**src/design/mst_pkg.sv**
```systemverilog
// Package for the membership set table: shared constants, command codes
// and the controller/datapath command and status structs.
// No dependencies.
package mst_pkg;

    localparam int CAPACITY_DEF    = 16;
    localparam int VALUE_WIDTH_DEF = 32;
    localparam int IN_VALUE_W      = 32;
    localparam int COUNT_OUT_W     = 5;

    localparam logic [1:0] CMD_INSERT = 2'd0;
    localparam logic [1:0] CMD_REMOVE = 2'd1;
    localparam logic [1:0] CMD_LOOKUP = 2'd2;

    // controller -> datapath
    typedef struct packed {
        logic start;   // request accepted: capture it, rewind the scan
        logic issue;   // read the slot at the scan address
        logic clear;   // post-reset clearing write at the scan address
        logic finish;  // write back and load the result register
    } t_ctrl_cmd;

    // datapath -> controller
    typedef struct packed {
        logic addr_last;  // scan address is at the last slot
        logic out_free;   // result register can take a new result
    } t_dp_status;

endpackage

```
**src/design/membership_set_table_core.sv**
```systemverilog
// Top level of the membership set table: controller plus datapath.
// Depends on mst_pkg, mst_ctrl, mst_datapath.
//
//  channel   dir  handshake                 payload
//  --------  ---  ------------------------  ------------------------------------
//  request   in   i_in_valid / o_in_stall   i_cmd[1:0], i_value[31:0] signed
//  result    out  o_out_valid / i_out_stall o_success, o_full_refused,
//                                           o_member_count[4:0], o_is_empty
//
// Each request goes through the accept in ST_IDLE, a scan with one slot
// memory read per cycle over all CAPACITY slots, ST_DRAIN to compare the
// last read, and the write-back in ST_WB.
// After reset a clearing pass writes every slot while o_in_stall is high.
// A result waiting in the output register does not block the next
// request; write-back waits only if that register is still held.
module membership_set_table_core
    import mst_pkg::*;
#(
    parameter int CAPACITY    = CAPACITY_DEF,
    parameter int VALUE_WIDTH = VALUE_WIDTH_DEF
) (
    input  logic                         i_clk,
    input  logic                         i_rst_n,
    input  logic                         i_in_valid,
    output logic                         o_in_stall,
    input  logic [1:0]                   i_cmd,
    input  logic signed [IN_VALUE_W-1:0] i_value,
    output logic                         o_out_valid,
    input  logic                         i_out_stall,
    output logic                         o_success,
    output logic                         o_full_refused,
    output logic [COUNT_OUT_W-1:0]       o_member_count,
    output logic                         o_is_empty
);

    t_ctrl_cmd  w_cmd_bus;
    t_dp_status w_status;

    // sequencer: clear, scan, drain, write-back
    mst_ctrl u_ctrl (
        .i_clk      (i_clk),
        .i_rst_n    (i_rst_n),
        .i_in_valid (i_in_valid),
        .i_status   (w_status),
        .o_in_stall (o_in_stall),
        .o_cmd      (w_cmd_bus)
    );

    // slot memory, search, count and result register
    mst_datapath #(
        .CAPACITY    (CAPACITY),
        .VALUE_WIDTH (VALUE_WIDTH)
    ) u_datapath (
        .i_clk          (i_clk),
        .i_rst_n        (i_rst_n),
        .i_cmd_bus      (w_cmd_bus),
        .i_cmd          (i_cmd),
        .i_value        (i_value),
        .i_out_stall    (i_out_stall),
        .o_status       (w_status),
        .o_out_valid    (o_out_valid),
        .o_success      (o_success),
        .o_full_refused (o_full_refused),
        .o_member_count (o_member_count),
        .o_is_empty     (o_is_empty)
    );

endmodule

```
**src/design/mst_ctrl.sv**
```systemverilog
// Sequencer of the membership set table: clearing pass, slot scan,
// write-back. Depends on mst_pkg.
module mst_ctrl
    import mst_pkg::*;
(
    input  logic       i_clk,
    input  logic       i_rst_n,
    input  logic       i_in_valid,
    input  t_dp_status i_status,
    output logic       o_in_stall,
    output t_ctrl_cmd  o_cmd
);

    typedef enum logic [2:0] {
        ST_CLEAR,
        ST_IDLE,
        ST_SCAN,
        ST_DRAIN,
        ST_WB
    } t_state;

    t_state r_state;
    t_state n_state;

    always_comb begin
        n_state      = r_state;
        o_cmd        = '0;
        unique case (r_state)
            ST_CLEAR: begin
                o_cmd.clear = 1'b1;
                if (i_status.addr_last) n_state = ST_IDLE;
            end
            ST_IDLE: begin
                if (i_in_valid) begin
                    o_cmd.start = 1'b1;
                    n_state     = ST_SCAN;
                end
            end
            ST_SCAN: begin
                o_cmd.issue = 1'b1;
                if (i_status.addr_last) n_state = ST_DRAIN;
            end
            ST_DRAIN: begin
                n_state = ST_WB;  // last slot read is compared here
            end
            ST_WB: begin
                if (i_status.out_free) begin
                    o_cmd.finish = 1'b1;
                    n_state      = ST_IDLE;
                end
            end
            default: n_state = ST_CLEAR;
        endcase
    end

    assign o_in_stall = (r_state != ST_IDLE);

    always_ff @(posedge i_clk) begin
        if (!i_rst_n) begin
            r_state <= ST_CLEAR;
        end else begin
            r_state <= n_state;
        end
    end

endmodule

```
**src/design/mst_datapath.sv**
```systemverilog
// Datapath of the membership set table: slot memory, scan address,
// match/free search, member count and result register. Depends on mst_pkg.
module mst_datapath
    import mst_pkg::*;
#(
    parameter int CAPACITY    = CAPACITY_DEF,
    parameter int VALUE_WIDTH = VALUE_WIDTH_DEF
) (
    input  logic                         i_clk,
    input  logic                         i_rst_n,
    input  t_ctrl_cmd                    i_cmd_bus,
    input  logic [1:0]                   i_cmd,
    input  logic signed [IN_VALUE_W-1:0] i_value,
    input  logic                         i_out_stall,
    output t_dp_status                   o_status,
    output logic                         o_out_valid,
    output logic                         o_success,
    output logic                         o_full_refused,
    output logic [COUNT_OUT_W-1:0]       o_member_count,
    output logic                         o_is_empty
);

    localparam int AW = (CAPACITY > 1) ? $clog2(CAPACITY) : 1;
    localparam int CW = $clog2(CAPACITY + 1);
    localparam int MW = VALUE_WIDTH + 1;  // {valid, value}

    logic [MW-1:0] mem [CAPACITY];

    logic [AW-1:0]          r_addr;
    logic [MW-1:0]          r_rd_data;
    logic                   r_rd_vld;
    logic [AW-1:0]          r_rd_idx;
    logic [1:0]             r_cmd;
    logic [VALUE_WIDTH-1:0] r_val;
    logic                   r_hit;
    logic [AW-1:0]          r_hit_idx;
    logic                   r_free;
    logic [AW-1:0]          r_free_idx;
    logic [CW-1:0]          r_count;
    logic [CW-1:0]          n_count;
    logic                   r_out_valid;
    logic                   r_res_success;
    logic                   r_res_refused;
    logic [CW-1:0]          r_res_count;

    logic [63:0]            w_ext;
    logic                   w_addr_last;
    logic                   w_ins_ok;
    logic                   w_rem_ok;
    logic                   w_refused;
    logic                   w_success;
    logic                   w_we;
    logic [AW-1:0]          w_wa;
    logic [MW-1:0]          w_wd;

    assign w_ext       = 64'(i_value);  // sign-extend, keep low bits
    assign w_addr_last = (r_addr == AW'(CAPACITY - 1));

    assign w_ins_ok  = (r_cmd == CMD_INSERT) && !r_hit && r_free;
    assign w_refused = (r_cmd == CMD_INSERT) && !r_hit && !r_free;
    assign w_rem_ok  = (r_cmd == CMD_REMOVE) && r_hit;
    assign w_success = w_ins_ok || w_rem_ok || ((r_cmd == CMD_LOOKUP) && r_hit);

    always_comb begin
        priority if (w_ins_ok) n_count = r_count + 1'b1;
        else if (w_rem_ok)     n_count = r_count - 1'b1;
        else                   n_count = r_count;
    end

    // single write port: clearing pass or write-back
    always_comb begin
        w_we = 1'b0;
        w_wa = r_addr;
        w_wd = '0;
        if (i_cmd_bus.clear) begin
            w_we = 1'b1;
        end else if (i_cmd_bus.finish && w_ins_ok) begin
            w_we = 1'b1;
            w_wa = r_free_idx;
            w_wd = {1'b1, r_val};
        end else if (i_cmd_bus.finish && w_rem_ok) begin
            w_we = 1'b1;
            w_wa = r_hit_idx;
            w_wd = {1'b0, r_val};
        end
    end

    always_ff @(posedge i_clk) begin
        if (w_we) mem[w_wa] <= w_wd;
    end

    always_ff @(posedge i_clk) begin
        r_rd_data <= mem[r_addr];
        r_rd_idx  <= r_addr;
    end

    // scan address and read-valid
    always_ff @(posedge i_clk) begin
        if (!i_rst_n) begin
            r_addr   <= '0;
            r_rd_vld <= 1'b0;
        end else begin
            r_rd_vld <= i_cmd_bus.issue;
            if (i_cmd_bus.start) begin
                r_addr <= '0;
            end else if (i_cmd_bus.clear || i_cmd_bus.issue) begin
                r_addr <= w_addr_last ? '0 : r_addr + 1'b1;
            end
        end
    end

    // request capture and first-match / first-free search
    always_ff @(posedge i_clk) begin
        if (i_cmd_bus.start) begin
            r_cmd  <= i_cmd;
            r_val  <= w_ext[VALUE_WIDTH-1:0];
            r_hit  <= 1'b0;
            r_free <= 1'b0;
        end else if (r_rd_vld) begin
            if (r_rd_data[MW-1] && (r_rd_data[VALUE_WIDTH-1:0] == r_val) && !r_hit) begin
                r_hit     <= 1'b1;
                r_hit_idx <= r_rd_idx;
            end
            if (!r_rd_data[MW-1] && !r_free) begin
                r_free     <= 1'b1;
                r_free_idx <= r_rd_idx;
            end
        end
    end

    // member count and result register
    always_ff @(posedge i_clk) begin
        if (!i_rst_n) begin
            r_count     <= '0;
            r_out_valid <= 1'b0;
        end else begin
            if (i_cmd_bus.finish) begin
                r_count     <= n_count;
                r_out_valid <= 1'b1;
            end else if (!i_out_stall) begin
                r_out_valid <= 1'b0;
            end
        end
    end

    always_ff @(posedge i_clk) begin
        if (i_cmd_bus.finish) begin
            r_res_success <= w_success;
            r_res_refused <= w_refused;
            r_res_count   <= n_count;
        end
    end

    assign o_status.addr_last = w_addr_last;
    assign o_status.out_free  = !r_out_valid || !i_out_stall;

    assign o_out_valid    = r_out_valid;
    assign o_success      = r_res_success;
    assign o_full_refused = r_res_refused;
    assign o_member_count = COUNT_OUT_W'(r_res_count);
    assign o_is_empty     = (r_res_count == '0);

    a_count_bound: assert property (@(posedge i_clk) disable iff (!i_rst_n)
        r_count <= CW'(CAPACITY))
        else $error("member count above capacity");

    a_finish_free: assert property (@(posedge i_clk) disable iff (!i_rst_n)
        i_cmd_bus.finish |-> (!r_out_valid || !i_out_stall))
        else $error("result loaded over a pending result");

    a_insert_count: assert property (@(posedge i_clk) disable iff (!i_rst_n)
        (i_cmd_bus.finish && w_ins_ok) |=> (r_count == $past(r_count) + 1'b1))
        else $error("insert did not raise the count");

    a_refused_excl: assert property (@(posedge i_clk) disable iff (!i_rst_n)
        o_out_valid |-> !(o_success && o_full_refused))
        else $error("result both successful and refused");

endmodule

```
**config.mk**
```make
export PLATFORM = sky130hd
export DESIGN_NAME = membership_set_table_core
export DESIGN_NICKNAME = d
export VERILOG_FILES = /design/src/design/mst_pkg.sv /design/src/design/membership_set_table_core.sv /design/src/design/mst_ctrl.sv /design/src/design/mst_datapath.sv
export SDC_FILE = /design/constraint.sdc
export NUM_CORES = 1
export LEC_CHECK = 0
export ABC_AREA = 1
export BUFFER_PORTS_ARGS = -buffer_cell sky130_fd_sc_hd__buf_2
export CAP_MARGIN = 15
export CORE_MARGIN = 2
export CORE_UTILIZATION = 45
export DETAILED_ROUTE_END_ITERATION = 12
export HOLD_SLACK_MARGIN = 0.03
export SETUP_SLACK_MARGIN = 0.02
export SLEW_MARGIN = 20
export SYNTH_ARGS = -nofsm -noshare
export SYNTH_HDL_FRONTEND = slang
export SYNTH_HIERARCHICAL = 1
export SYNTH_SLANG_ARGS = --single-unit
export TNS_END_PERCENT = 30
```
**constraint.sdc**
```tcl
create_clock -name i_clk -period 6.26 [get_ports i_clk]
set_input_delay 1.878 -clock i_clk [delete_from_list [all_inputs] [get_ports i_clk]]
set_output_delay 1.878 -clock i_clk [all_outputs]
set_load 0.01 [all_outputs]
```
# ---- Yosys cells after proc, flatten, opt, wreduce, memory -nomap -nowiden
# Memories as Yosys holds them, arrays and structs flattened. A register that Yosys moved wholly into a read port is not among the register bits.
# Index checks and enable logic that the tools add are counted.
dict set report totals {
  out_inout_bits 10
  memories 1
  inputBits 38
  mem_bits_rw 528
  ff_bits 69
}
# name words width read_ports rd_ports_with_merged_regs write_ports line_no
set memory_table {}
lappend memory_table {u_datapath.mem 16 33 1 1 1 mst_datapath.sv:27} ;# logic [MW-1:0] mem [CAPACITY];
dict set report op_classes {
  mux 27
  n_eq_ne 14
  bitwise 2
  reduce_logical 28
  n_addsub 3
}
# operator n
set op_table {}
lappend op_table {{33-bit two-way mux} 2}
lappend op_table {{32-bit == test} 1}
lappend op_table {{32-bit two-way mux} 1}
lappend op_table {{4-bit two-way mux} 4}
lappend op_table {{3-bit one-hot mux with 5 select lines} 1}
lappend op_table {{1-bit two-way mux} 13}
lappend op_table {{3-bit two-way mux} 4}
lappend op_table {{1-bit logical AND} 10}
lappend op_table {{5-bit two-way mux} 2}
lappend op_table {{2-bit by 1-bit inequality test with 1-bit output (second input constant)} 4}
lappend op_table {{3-bit by 2-bit == test with 1-bit output (second input constant)} 2}
lappend op_table {{3-bit AND reduction} 2}
lappend op_table {{5-bit by 1-bit adder with 5-bit output (second input constant)} 1}
lappend op_table {{1-bit logical NOT} 5}
lappend op_table {{5-bit logical NOT} 1}
lappend op_table {{5-bit by 1-bit subtractor with 5-bit output (second input constant)} 1}
lappend op_table {{4-bit by 1-bit adder with 4-bit output (second input constant)} 1}
lappend op_table {{4-bit == test (second input constant)} 1}
lappend op_table {{1-bit logical OR} 4}
lappend op_table {{2-bit AND reduction} 2}
lappend op_table {{4-bit AND reduction} 1}
lappend op_table {{3-bit by 1-bit == test with 1-bit output (second input constant)} 1}
lappend op_table {{3-bit == test (second input constant)} 1}
lappend op_table {{3-bit logical NOT} 1}
lappend op_table {{other kinds (7)} 8}

# ---- Longest topological paths before layout
dict set report logic_depth {
  depth_word 10
  depth_mapped 13
}

# ---- Hierarchy
# The synthesis kept the hierarchy.
# module seq_area_each_um2 area_each_um2 cells_per_inst n_inst
set modules_own_cells {}
lappend modules_own_cells {mst_datapath 18327.6 24622.4 1976 1}
lappend modules_own_cells {mst_ctrl 60.1 206.4 33 1}

# ---- Worst setup path before layout
# OpenSTA, ideal clock, no wires.
dict set report synth_timing {
  kind {input-to-reg}
  from {in i_out_stall}
  to {mem u_datapath/mem[10][0] (netlist bit) (enable)}
  setup_time_ns 0.423
  path_slack_ns 0.804
  cell_stages 11
  t_arrival_ns 5.033
  path_cell_list {nand2_1 > inv_1 > nor2_1 > inv_2 > nor2_4 > inv_1 > nor2_2 > nand2_1 > nand3_1 > nand3_1 > nor2_1}
}
# item line_no
set synth_lines {}
lappend synth_lines {{start, declared} membership_set_table_core.sv:29} ;# input logic i_out_stall,
lappend synth_lines {{end, declared} mst_datapath.sv:27}

==> flow_summary.yaml <==
run_status:
  outcome: "complete, no violations"
pwr:
  power_frac_comb: 0.076
  power_frac_clock: 0.415
  seq_power_share: 0.509
  total_power_mw: 9.386
  netSwitchingFraction: 0.2313
  p_leak_nw: 10.22
  p_sw_mw: 2.171
  intPower_mw: 7.215
  ir_drop_mv: 0.1777
  cellPowerDensity_nw_per_um2: 333.3
floorplan:
  initial_core_util: 0.4533
  fp.dieH_um: 238.9
  die_w_um: 238.9
  num_rows: 86
  die-area_um2: 57070
  num_io_pins: 48
  coreArea_um2: 54770
sta:
  grt_setup_unrepaired: "no"
  drv_slew: 0
  max_freq_ghz: 0.2229
  skew_ns: 0.01768
  whs_ns: 0.4429
  worstMarginPinSlew_ns: 1.089
  min_period_ns: 4.486
  finalSetupViolCount: 0
  fin_crit_sh: 0.7166
  tns_ns: 0
  hold_violations: 0
  max_slew_margin: 0.2742
cells_and_area:
  fill_cells: 4514
  syn2layout_area_growth_pct: 13.42
  mostFrequentLayoutCells: "edfxtp_1, nor2_1, o21ai_0"
  layout_commonest_cell: "edfxtp_1"
  finish.instance_area_um2: 28160
  final_nets: 2097
  n_antenna_cell: 0
  drive_above_1_share: 0.1073
worst_setup_path:
  r2r_cells: 8
  reg2reg_slack_ns: 2.56
  slowest_delay_ns: 0.78
  crit_fanout: 36
  crit_path_start_kind: "primary input"
  r2r-end: "u_datapath/mem[8][26]$_DFFE_PP_"
  crit_chain: "buf_2 > nand2_1 > inv_1 > nor2_1 > buf_4 > inv_2 > nor2_4 > nand2_4 > nand2_1 > nand3_1 > nand3_1 > nor2_4 > buf_4"
  crit_arrival_ns: 4.78
  endpoint_kind: "flop"
  cpMaxStageDelayCell: "nor2_4"
  worst-setup-path-type: "in -> reg"
  required_ns: 6.55
  r2r_start: "u_ctrl/r_state[1]$_SDFFE_PN0P_"
drt:
  drt_iter0_drc: 1676
  totalWireLength_um: 62580
  drc_errors: 0
  routedWlPerCell_um: 22.27
  detail-route-antenna-nets: 0
  vias: 15660
  avgViaCountPerCell: 5.572
  firstDrtPassIters: 5
grt:
  grt_max_degree: 119
  grt_use_total: 0.2210
  gr-total-overflow: 0
  antenna_found_initial: 0
  grt_pass1_wl_um: 92960
  grt_pass1_vias: 14950
cts:
  root_buffer: "clkbuf_16"
  clockBufferDepth: 3
  insertion_delay_ns: 0.60
  cts_made_buffers: 69
  htree_levels: 3
  tritoncts: "done"
  postCtsResizedCells: 0
  clkSinkCount: 630
  cts.reportedPaths.clkPinSlew_ns: 0.06
  ctsHoldBuffers: 0
  cts_setup_buffers: 0
synthesis:
  syn_area_um2: 24830
  yosysTopAreaCell: "edfxtp_1"
  ys_ff_latch: 630
  synth_mux_area_frac: 0
  netlist_instances: 2009
  syn_area_per_cell_um2: 12.36
  synth-compound-area-share: 0.09681
  synth_cell_types: 32
  synth-simple-area-share: 0.1178
  yosysWarnings: 6
  syn-num-nets: 2050
  synth_top_area_frac: 0.6978
  yosys.area_share.adder: 0.001512
  synth_top_family_by_area: "simple AND/OR/NAND/NOR gates"
  yosysSeqAreaShare: 0.7406
  synth_area_leaders: "edfxtp_1, nor2_1, o21ai_0, dfxtp_1, nand2_1"
  synth_xor_area_frac: 0.007408
placed_design:
  numPortBuffers: 47
  dp_hpwl_um: 34510
  place_congestion: 0.8353
  dpl-instance-area_um2: 25970
worst_hold_path:
  holdPathEnd: "u_datapath/r_hit_idx[1]$_DFFE_PP_"
  hold_depth: 0
  min_path_type: "reg -> reg"
  hp-start: "u_datapath/r_rd_idx[1]$_DFF_P_"
flow_run:
  drv_cap: 0
-- final cells by class --
cell class | instances | area (um^2) | share of cell area
clock inverters | 28 | 220.2 | 0.007819
inverters | 94 | 357.8 | 0.01271
clock buffers | 93 | 1952 | 0.06931
multi-input cells | 1178 | 5699 | 0.2024
well taps | 704 | 880.8 | 0.03128
flip-flops and latches | 630 | 18400 | 0.6532
repair buffers | 83 | 655.6 | 0.02328
-- cell families after synthesis --
group / Yosys count
buffers and inverters: 201
xor gates and xnor gates: 21
adders and majority gates: 3
AOI/OAI and AO/OA: 430
DFF: 630
and+or+nand+nor: 724
-- critical path, delay by kind of cell --
family | cells | cell delay, ns
buffers and inverters | 5 | 0.81
AND/OR/NAND/NOR | 8 | 2.07
-- through the flow --
step / setup WS (ns) / cells / util
floorplan: 0.8036 / 2009 / -
global placement: 1.271 / 2689 / 0.4743
detailed placement: 1.202 / 2689 / 0.4743
CTS: 1.816 / 2810 / 0.5139
global route: 1.560 / 2810 / 0.5142
finish: 1.774 / 2810 / 0.5142
-- synth_stat cells --
cell and n:
edfxtp_1 577, nor2_1 422, o21ai_0 247, nand2_1 189, inv_1 89, nand3_1 78
o211ai_1 67, o22ai_1 67, dfxtp_1 53, clkbuf_1 52, o21ai_1 36, buf_2 29
a21oi_1 13, xor2_1 12, buf_6 11, nor3_1 11, buf_1 10, xnor2_1 9
buf_4 5, nand4_1 5, inv_2 4, nand3_2 4, ha_1 3, nor2_2 3
nand2_2 2, nand3b_1 2, nor2_4 2, nor3b_1 2, nor4_1 2, clkinv_1 1
nand2_4 1, nand2b_1 1
-- worst max path at each step --
stage	start	endpoint	slack (ns)	cells after the start
after CTS	i_out_stall	u_datapath/mem[8][26]$_DFFE_PP_	1.82	13
final	i_out_stall	u_datapath/mem[8][26]$_DFFE_PP_	1.77	13
after detailed placement	i_out_stall	u_datapath/mem[8][9]$_DFFE_PP_	1.20	13
after global placement	i_out_stall	u_datapath/mem[8][4]$_DFFE_PP_	1.27	13
after global routing	i_out_stall	u_datapath/mem[7][22]$_DFFE_PP_	1.56	14
after floorplan	i_out_stall	u_datapath/mem[10][0]$_DFFE_PP_	0.80	11
-- power by group through the flow --
stage | Clock (mW) | Combinational [mW] | Sequential [mW]
floorplan | 0 | 0.492 | 4.82
global placement | 0 | 0.702 | 4.86
detailed placement | 0 | 0.709 | 4.86
CTS | 3.96 | 0.713 | 4.78
global route | 4.13 | 0.794 | 4.79
finish | 3.90 | 0.711 | 4.78
-- layer usage --
layer  track usage  share of wire  vias up
li1              -              -     7267
met1        0.3126           0.44     7689
met2        0.3425           0.46      597
met3       0.04088          0.076      105
met4       0.08163          0.027        0
met5             0              0        -
-- state kept, by name, summed over array words and instances, names as in the netlist, 2 cells and up --
register	cells
u_ctrl/r_state	3
u_datapath/mem	528
u_datapath/o_member_count	5
u_datapath/r_addr	4
u_datapath/r_cmd	2
u_datapath/r_count	5
u_datapath/r_free_idx	4
u_datapath/r_hit_idx	4
u_datapath/r_rd_data	33
u_datapath/r_rd_idx	4
u_datapath/r_val	32
No activity file was read; power rests on OpenSTA's default activity.
